<file path="src/h264fu_pkg.sv">
// Shared types and constants of the H.264 RTP FU-A packetizer
`default_nettype none
package h264fu_pkg;

    localparam int MAX_FRAGMENTS = 64;
    localparam int IDX_W         = $clog2(MAX_FRAGMENTS);
    localparam logic [IDX_W-1:0] LAST_IDX = IDX_W'(MAX_FRAGMENTS - 1);

    localparam int LEN_W  = 16;
    localparam int PAY_W  = 11;
    localparam int ADDR_W = 4;

    localparam logic [PAY_W-1:0] PAYLOAD_FLOOR    = 11'd2;
    localparam logic [PAY_W-1:0] PAYLOAD_CEIL     = 11'd1460;
    localparam logic [PAY_W-1:0] SINGLE_HDR_BYTES = 11'd12;
    localparam logic [PAY_W-1:0] FU_HDR_BYTES     = 11'd14;
    localparam logic [7:0]       FU_A_TYPE        = 8'd28;
    localparam logic [7:0]       FNRI_MASK        = 8'hE0;

    localparam logic [PAY_W-1:0] MP_RESET   = 11'd1400;
    localparam logic [31:0]      TS_RESET   = 32'd3600;
    localparam logic [6:0]       PT_RESET   = 7'd96;
    localparam logic [31:0]      SSRC_RESET = 32'd10;

    typedef enum logic [1:0] {
        REG_MAX_PAYLOAD  = 2'd0,
        REG_TS_INCREMENT = 2'd1,
        REG_PAYLOAD_KIND = 2'd2,
        REG_SSRC_ID      = 2'd3
    } t_reg_idx;

    typedef enum logic [1:0] {
        ST_IDLE,
        ST_SINGLE,
        ST_FRAG
    } t_state;

    typedef struct packed {
        logic [15:0] nal_length;
        logic [7:0]  nal_header;
    } t_nal_item;

    typedef struct packed {
        logic [15:0] seq_number;
        logic [31:0] time_stamp;
        logic        marker_bit;
        logic        is_fragment;
        logic [7:0]  frag_ind;
        logic [7:0]  frag_hdr;
        logic [15:0] source_offset;
        logic [10:0] payload_bytes;
        logic [10:0] packet_bytes;
        logic        last_packet;
    } t_pkt_item;

    // Result of the shared size/compare unit
    typedef struct packed {
        logic             fits;
        logic             last;
        logic [PAY_W-1:0] size;
        logic [LEN_W-1:0] rest;
    } t_alu_res;

endpackage
`default_nettype wire

</file>
<file path="src/h264_rtp_fu_a_packetizer.sv">
// Top level of the H.264 RTP FU-A packetizer
//
//   channel  | direction | handshake               | payload
//   ---------+-----------+-------------------------+-----------------------
//   in       | input     | i_in_valid / o_in_ready | t_nal_item  (NAL unit)
//   out      | output    | o_out_valid/ i_out_ready| t_pkt_item  (packet)
//   config   | input     | APB psel/penable/pready | 4 x 32-bit registers
//
// An item is taken while idle, then one packet leaves per cycle through the
// shared sizing unit unless the output stalls; a zero length item makes no packet.
// The output register frees the unit while the last packet waits to be taken.
// A stalled output holds the sequencer; no new item is taken until the last
// packet has been loaded. Reset clears sequence number and timestamp.
`default_nettype none
module h264_rtp_fu_a_packetizer
    import h264fu_pkg::*;
(
    input  wire logic              i_clk,
    input  wire logic              i_rst_n,
    input  wire logic              i_in_valid,
    input  wire t_nal_item         i_in_data,
    output logic                   o_in_ready,
    output logic                   o_out_valid,
    input  wire logic              i_out_ready,
    output t_pkt_item              o_out_data,
    input  wire logic              psel,
    input  wire logic              penable,
    input  wire logic              pwrite,
    input  wire logic [ADDR_W-1:0] paddr,
    input  wire logic [31:0]       pwdata,
    output logic      [31:0]       prdata,
    output logic                   pready
);

    logic [PAY_W-1:0] mp;
    logic [31:0]      ts_inc;

    h264fu_cfg u_cfg (
        .i_clk    (i_clk),
        .i_rst_n  (i_rst_n),
        .psel     (psel),
        .penable  (penable),
        .pwrite   (pwrite),
        .paddr    (paddr),
        .pwdata   (pwdata),
        .prdata   (prdata),
        .pready   (pready),
        .o_mp     (mp),
        .o_ts_inc (ts_inc)
    );

    h264fu_engine u_engine (
        .i_clk       (i_clk),
        .i_rst_n     (i_rst_n),
        .i_in_valid  (i_in_valid),
        .i_in_data   (i_in_data),
        .o_in_ready  (o_in_ready),
        .o_out_valid (o_out_valid),
        .i_out_ready (i_out_ready),
        .o_out_data  (o_out_data),
        .i_mp        (mp),
        .i_ts_inc    (ts_inc)
    );

endmodule
`default_nettype wire

</file>
<file path="src/h264fu_cfg.sv">
// APB configuration registers and payload limit clamp
`default_nettype none
module h264fu_cfg
    import h264fu_pkg::*;
(
    input  wire logic              i_clk,
    input  wire logic              i_rst_n,
    input  wire logic              psel,
    input  wire logic              penable,
    input  wire logic              pwrite,
    input  wire logic [ADDR_W-1:0] paddr,
    input  wire logic [31:0]       pwdata,
    output logic      [31:0]       prdata,
    output logic                   pready,
    output logic      [PAY_W-1:0]  o_mp,
    output logic      [31:0]       o_ts_inc
);

    logic [PAY_W-1:0] r_max_payload;
    logic [31:0]      r_ts_inc;
    logic [6:0]       r_payload_kind;
    logic [31:0]      r_ssrc_id;
    logic             wr_en;
    t_reg_idx         reg_idx;

    assign pready  = 1'b1;
    assign wr_en   = psel && penable && pwrite;
    assign reg_idx = t_reg_idx'(paddr[3:2]);

    always_ff @(posedge i_clk) begin
        if (!i_rst_n) begin
            r_max_payload  <= MP_RESET;
            r_ts_inc       <= TS_RESET;
            r_payload_kind <= PT_RESET;
            r_ssrc_id      <= SSRC_RESET;
        end else if (wr_en) begin
            case (reg_idx)
                REG_MAX_PAYLOAD:  r_max_payload  <= pwdata[PAY_W-1:0];
                REG_TS_INCREMENT: r_ts_inc       <= pwdata;
                REG_PAYLOAD_KIND: r_payload_kind <= pwdata[6:0];
                REG_SSRC_ID:      r_ssrc_id      <= pwdata;
                default: ;
            endcase
        end
    end

    always_comb begin
        case (reg_idx)
            REG_MAX_PAYLOAD:  prdata = {{(32-PAY_W){1'b0}}, r_max_payload};
            REG_TS_INCREMENT: prdata = r_ts_inc;
            REG_PAYLOAD_KIND: prdata = {25'd0, r_payload_kind};
            REG_SSRC_ID:      prdata = r_ssrc_id;
            default:          prdata = 32'd0;
        endcase
    end

    // Clamp the limit into the usable range
    always_comb begin
        if (r_max_payload < PAYLOAD_FLOOR) begin
            o_mp = PAYLOAD_FLOOR;
        end else if (r_max_payload > PAYLOAD_CEIL) begin
            o_mp = PAYLOAD_CEIL;
        end else begin
            o_mp = r_max_payload;
        end
    end

    assign o_ts_inc = r_ts_inc;

endmodule
`default_nettype wire

</file>
<file path="src/h264fu_alu.sv">
// Shared compare/subtract unit: sizes one packet against the payload limit
`default_nettype none
module h264fu_alu
    import h264fu_pkg::*;
(
    input  wire logic [LEN_W-1:0] i_left,
    input  wire logic [PAY_W-1:0] i_mp,
    input  wire logic             i_first,
    input  wire logic             i_idx_end,
    output t_alu_res              o_res
);

    logic [LEN_W-1:0] mp_ext;
    logic             le;
    logic             lt;
    logic             forced;

    assign mp_ext = {{(LEN_W-PAY_W){1'b0}}, i_mp};
    assign le     = (i_left <= mp_ext);
    assign lt     = (i_left < mp_ext);
    // Bytes after the header exactly fill one fragment: split off the last byte
    assign forced = i_first && (i_left == mp_ext);

    always_comb begin
        o_res.fits = le;
        o_res.last = !forced && (le || i_idx_end);
        if (forced) begin
            o_res.size = i_mp - 11'd1;
        end else if (o_res.last && lt) begin
            o_res.size = i_left[PAY_W-1:0];
        end else begin
            o_res.size = i_mp;
        end
        o_res.rest = i_left - {{(LEN_W-PAY_W){1'b0}}, o_res.size};
    end

endmodule
`default_nettype wire

</file>
<file path="src/h264fu_engine.sv">
// Packet sequencer: steps one NAL unit through the shared unit, one packet a cycle unless the output stalls
`default_nettype none
module h264fu_engine
    import h264fu_pkg::*;
(
    input  wire logic             i_clk,
    input  wire logic             i_rst_n,
    input  wire logic             i_in_valid,
    input  wire t_nal_item        i_in_data,
    output logic                  o_in_ready,
    output logic                  o_out_valid,
    input  wire logic             i_out_ready,
    output t_pkt_item             o_out_data,
    input  wire logic [PAY_W-1:0] i_mp,
    input  wire logic [31:0]      i_ts_inc
);

    t_state           r_state;
    t_state           n_state;
    logic [LEN_W-1:0] r_left;
    logic [LEN_W-1:0] r_offs;
    logic [IDX_W-1:0] r_idx;
    logic [7:0]       r_hdr;
    logic [15:0]      r_seq;
    logic [31:0]      r_time;
    logic             r_out_valid;
    t_pkt_item        r_out;
    t_pkt_item        n_out;

    logic             accept;
    logic             start;
    logic             emit;
    logic [LEN_W-1:0] alu_left;
    logic             alu_first;
    t_alu_res         alu_res;

    h264fu_alu u_alu (
        .i_left    (alu_left),
        .i_mp      (i_mp),
        .i_first   (alu_first),
        .i_idx_end (r_idx == LAST_IDX),
        .o_res     (alu_res)
    );

    // Control outputs
    always_comb begin
        o_in_ready = (r_state == ST_IDLE);
        accept     = i_in_valid && o_in_ready;
        start      = accept && (i_in_data.nal_length != '0);
        emit       = (r_state != ST_IDLE) && (!r_out_valid || i_out_ready);
        alu_left   = (r_state == ST_IDLE) ? i_in_data.nal_length : r_left;
        alu_first  = (r_state == ST_FRAG) && (r_idx == '0);
    end

    // Next state
    always_comb begin
        n_state = r_state;
        case (r_state)
            ST_IDLE: begin
                if (start) begin
                    n_state = alu_res.fits ? ST_SINGLE : ST_FRAG;
                end
            end
            ST_SINGLE: begin
                if (emit) begin
                    n_state = ST_IDLE;
                end
            end
            ST_FRAG: begin
                if (emit && alu_res.last) begin
                    n_state = ST_IDLE;
                end
            end
            default: n_state = ST_IDLE;
        endcase
    end

    // Packet descriptor for the current step
    always_comb begin
        n_out            = '0;
        n_out.seq_number = r_seq;
        n_out.time_stamp = r_time;
        if (r_state == ST_FRAG) begin
            n_out.marker_bit    = alu_res.last;
            n_out.is_fragment   = 1'b1;
            n_out.frag_ind      = (r_hdr & FNRI_MASK) | FU_A_TYPE;
            n_out.frag_hdr      = {alu_first, alu_res.last, 1'b0, r_hdr[4:0]};
            n_out.source_offset = r_offs;
            n_out.payload_bytes = alu_res.size;
            n_out.packet_bytes  = alu_res.size + FU_HDR_BYTES;
            n_out.last_packet   = alu_res.last;
        end else begin
            n_out.marker_bit    = 1'b1;
            n_out.payload_bytes = r_left[PAY_W-1:0];
            n_out.packet_bytes  = r_left[PAY_W-1:0] + SINGLE_HDR_BYTES;
            n_out.last_packet   = 1'b1;
        end
    end

    always_ff @(posedge i_clk) begin
        if (!i_rst_n) begin
            r_state     <= ST_IDLE;
            r_out_valid <= 1'b0;
            r_seq       <= '0;
            r_time      <= '0;
        end else begin
            r_state <= n_state;
            if (emit) begin
                r_out_valid <= 1'b1;
                r_seq       <= r_seq + 16'd1;
            end else if (i_out_ready) begin
                r_out_valid <= 1'b0;
            end
            if (start) begin
                r_time <= r_time + i_ts_inc;
            end
        end
    end

    always_ff @(posedge i_clk) begin
        if (start) begin
            r_left <= alu_res.fits ? i_in_data.nal_length
                                   : i_in_data.nal_length - 16'd1;
            r_hdr  <= i_in_data.nal_header;
            r_offs <= 16'd1;
            r_idx  <= '0;
        end else if (emit && (r_state == ST_FRAG)) begin
            r_left <= alu_res.rest;
            r_offs <= r_offs + {{(LEN_W-PAY_W){1'b0}}, alu_res.size};
            r_idx  <= r_idx + IDX_W'(1);
        end
        if (emit) begin
            r_out <= n_out;
        end
    end

    assign o_out_valid = r_out_valid;
    assign o_out_data  = r_out;

endmodule
`default_nettype wire

</file>
<file path="config.mk">
export PLATFORM = sky130hd
export DESIGN_NAME = h264_rtp_fu_a_packetizer
export DESIGN_NICKNAME = d
export VERILOG_FILES = /design/src/h264fu_pkg.sv /design/src/h264_rtp_fu_a_packetizer.sv /design/src/h264fu_cfg.sv /design/src/h264fu_alu.sv /design/src/h264fu_engine.sv
export SDC_FILE = /design/constraint.sdc
export NUM_CORES = 1
export LEC_CHECK = 0
export ABC_CLOCK_PERIOD_IN_PS = 7300
export BUFFER_PORTS_ARGS = -buffer_cell sky130_fd_sc_hd__buf_2
export CORE_AREA = 2 2 178 180
export DETAILED_ROUTE_END_ITERATION = 7
export DIE_AREA = 0 0 180 182
export GPL_ROUTABILITY_DRIVEN = 0
export GPL_TIMING_DRIVEN = 0
export PLACE_DENSITY = 0.7
export SYNTH_ARGS = -nofsm -noshare
export SYNTH_HDL_FRONTEND = slang
export SYNTH_SLANG_ARGS = --single-unit
</file>
<file path="constraint.sdc">
create_clock -name i_clk -period 7.3 [get_ports i_clk]
set_input_delay 0 -clock i_clk [delete_from_list [all_inputs] [get_ports i_clk]]
set_output_delay 0 -clock i_clk [all_outputs]
set_load 0.1 [all_outputs]
</file>
==> impl_metrics.yaml <==
drt:
  dr.pass1.iters: 6
  finalWirelength_mm: 42.4
  via_per_inst: 5.62
  via_count: 13400
  antenna_left: 0
  drc: 0
  drt_iter0_markers: 1177
  wl_per_cell_um: 17.7
floorplanning:
  core_area_um2: 31000
  fp.dieH_um: 182
  dieArea_um2: 32800
  die_w_um: 180
  row_count: 65
  initial_utilization: 0.489
  io-pin-count: 207
layout:
  num-nets-final: 2100
  syn_to_final_growth_pct: 21.5
  stdcell_count: 2393
  final_core_utilization: 0.594
  fillers: 2688
  antenna_cells: 0
  drive_above_1_share: 0.160
sta:
  drv_slew: 0
  max_freq_mhz: 146
  hold_viol_final: 0
  relSlewSlack: 0.246
  rsz0062_at_grt: "false"
  fin_crit_ns: 6.86
  tightest_slew_ns: 1.12
  clock_skew_ns: 0.0116
  timing.final.crit_share: 0.939
  fin_ws_ns: 0.442
  final-setup-viol-count: 0
logic_synthesis:
  muxShareOfSynthArea: 0.0479
  netlist_instances: 1667
  synth_cell_types: 84
  postSynthAreaPerCell_um2: 9.08
  synth_seq_cells: 276
  synthAdderAreaFrac: 0.0572
  synth-edff-count: 121
  syn_area_um2: 15100
  synthXorXnorAreaFrac: 0.0498
  synthArstFlopShare: 0
  synth_ff_type: "dfxtp_1"
  ys_seq_area_frac: 0.445
  synth_top_family_by_area: "simple AND/OR/NAND/NOR gates"
  synth_warnings: 0
  synth_compound_area_frac: 0.157
  synthSimpleGateAreaFrac: 0.205
clock_network:
  cts_tree: "yes"
  h-tree-depth: 1
  cts_buffers: 30
  postCtsSetupRepairBufs: 0
  cts_num_sinks: 276
  cts_buffer_depth: 3
  clk-insertion-delay-late_ns: 0.57
  clk_pin_slew_worst_paths_ns: 0.07
  cts-root-buf: "clkbuf_16"
placement:
  place_worst_setup_slack_ns: 0.418
  numPortBuffers: 198
  dp_hpwl_mm: 31.7
  dp_cells: 2272
run:
  drv_cap: 0
global_route:
  overflow: 0
  grt_first_pass_wirelength_mm: 66.7
  antenna_found_initial: 0
  grt_max_degree: 38
  grt_usage: 0.251
  grt_pass1_vias: 12700
critical_path:
  end_kind: "flop"
  rr_worst_depth: 29
  cp-start-kind: "flop"
  crit_type: "reg -> reg"
  cpPeakStageDelay_ns: 0.57
  crit_family: "compound AO/OA/AOI/OAI gates"
  cp_max_fo: 10
  worstPathArrival_ns: 7.29
  crit_top_cell: "nand2_1"
  cp_num_buf_inv: 6
  cp_slowest_cell: "dlygate4sd3_1"
  cp.depth: 29
  cp.required_ns: 7.73
power_and_ir_drop:
  vdd_drop_max_uv: 194
  power.density_nw_per_um2: 253
  leakagePower_nw: 7.63
hold_path:
  hold_path_depth: 5
  hold_path.class: "in -> reg"
outcome:
  status: "finished clean"
-- registers in the layout (all words and copies together) (netlist names) --
name	cells
u_engine.o_out_data	97
u_cfg.o_ts_inc	32
u_cfg.r_ssrc_id	32
u_engine.r_time	32
u_engine.r_left	16
u_engine.r_offs	16
u_engine.r_seq	16
u_cfg.r_max_payload	11
u_engine.r_hdr	8
u_cfg.r_payload_kind	7
u_engine.r_idx	6
u_engine.r_state	2
u_engine.o_out_valid	1
-- metal layers --
layer | vias up | share of wire | global-route usage
met2 | 555 | 0.45 | 0.411
met5 | - | 0 | 0
met1 | 6282 | 0.44 | 0.337
li1 | 6522 | - | -
met3 | 82 | 0.079 | 0.0449
met4 | 0 | 0.030 | 0.0826
-- through the flow --
| stage | setup TNS, ns | area (µm²) | total power [mW] | hold slack (ns) |
|---|---|---|---|---|
| after floorplan | 0 | 15100 | 2.82 | 0.0989 |
| after global placement | -43.77 | 16600 | 3.05 | 0.193 |
| after detailed placement | 0 | 16700 | 3.07 | 0.185 |
| after CTS | 0 | 18400 | 4.66 | 0.00154 |
| after global routing | 0 | 18400 | 4.83 | 0.0612 |
| final | 0 | 18400 | 4.65 | 0.0351 |
-- area by class of cell --
| type | instances | area, µm² | share of cell area |
|---|---|---|---|
| Multi-Input combinational cell | 1257 | 7850 | 0.427 |
| Sequential cell | 276 | 6740 | 0.366 |
| Timing Repair Buffer | 266 | 1700 | 0.0925 |
| Clock buffer | 34 | 776 | 0.0422 |
| Tap cell | 402 | 503 | 0.0273 |
| Buffer | 88 | 398 | 0.0216 |
| Clock inverter | 22 | 249 | 0.0135 |
| Inverter | 48 | 183 | 0.00993 |
-- worst register-to-register path: cells and delay by family (launching register included) --
kind                     cells  cell delay [ns]
adder cells (fa/ha/maj)      2             0.60
buffers and inverters        6             1.71
AND/OR/NAND/NOR             12             1.97
flip-flops                   1             0.37
AO/OA/AOI/OAI                9             2.09
-- report_power, final --
group / total, mW / internal, mW / switching [mW]
combinational: 1.26 / 0.353 / 0.903
clock: 1.56 / 0.911 / 0.646
sequential: 1.84 / 1.76 / 0.0804
-- cell usage in the layout (no fill, tap or decap), types with 61 or more instances in the layout --
cell type / n
dfxtp_1: 155
clkbuf_1: 61
nor2_1: 98
edfxtp_1: 121
o21ai_0: 69
a21oi_1: 145
dlygate4sd3_1: 65
buf_2: 205
ha_1: 65
nand2_1: 301
-- repair_timing --
action | 4_1_cts | 5_1_grt
gates resized for setup | 0 | 5
hold endpoints to repair | 108 | 0
hold buffers | 65 | 0
endpoints found under the setup margin | 0 | 7
-- synthesized netlist by cell type (all sizes together) (9+ instances only) --
| library cell | n | area share |
|---|---|---|
| nor2b | 31 | 0.013 |
| a21o | 23 | 0.011 |
| nand2b | 12 | 0.0050 |
| clkbuf | 59 | 0.015 |
| and3 | 23 | 0.0095 |
| inv | 48 | 0.012 |
| nand4 | 17 | 0.0070 |
| dfxtp | 155 | 0.20 |
| and2 | 31 | 0.013 |
| o21a | 13 | 0.0064 |
| or3 | 14 | 0.0058 |
| mux2i | 54 | 0.036 |
| o21ai | 78 | 0.027 |
| ha | 65 | 0.054 |
| a21oi | 145 | 0.048 |
| nor4 | 9 | 0.0050 |
| a31oi | 15 | 0.0062 |
| edfxtp | 121 | 0.24 |
| nand2 | 303 | 0.075 |
| nand3 | 58 | 0.019 |
| xnor2 | 46 | 0.027 |
| buf | 29 | 0.011 |
| o211ai | 12 | 0.0069 |
| xor2 | 40 | 0.023 |
| a211oi | 22 | 0.012 |
| o21bai | 11 | 0.0055 |
| nor2 | 100 | 0.025 |
| nor3 | 30 | 0.011 |
-- path summary, 6_finish.rpt --
| check | slack [ns] | endpoint | from |
|---|---|---|---|
| worst max-delay path | 0.44 | u_engine.r_left[15] | u_engine.r_state[1] |
| worst min-delay path | 0.04 | u_cfg.o_ts_inc[0] | pwrite |
| worst max register to register | 0.44 | u_engine.r_left[15] | u_engine.r_state[1] |
| worst min register to register | 0.45 | u_engine.o_out_data[88] | u_engine.r_time[31] |
-- cell families (layout without fill, tap and decap cells) --
| family | after synthesis | after routing |
|---|---|---|
| and+or+nand+nor | 660 | 660 |
| AOI/OAI and AO/OA | 375 | 375 |
| DFF | 276 | 276 |
| buffers and inverters | 136 | 458 |
| xor gates and xnor gates | 86 | 86 |
| adders and majority gates | 69 | 69 |
| muxes | 63 | 63 |
| other | 2 | 4 |
Note: power is estimated with default switching activity, not from simulation.
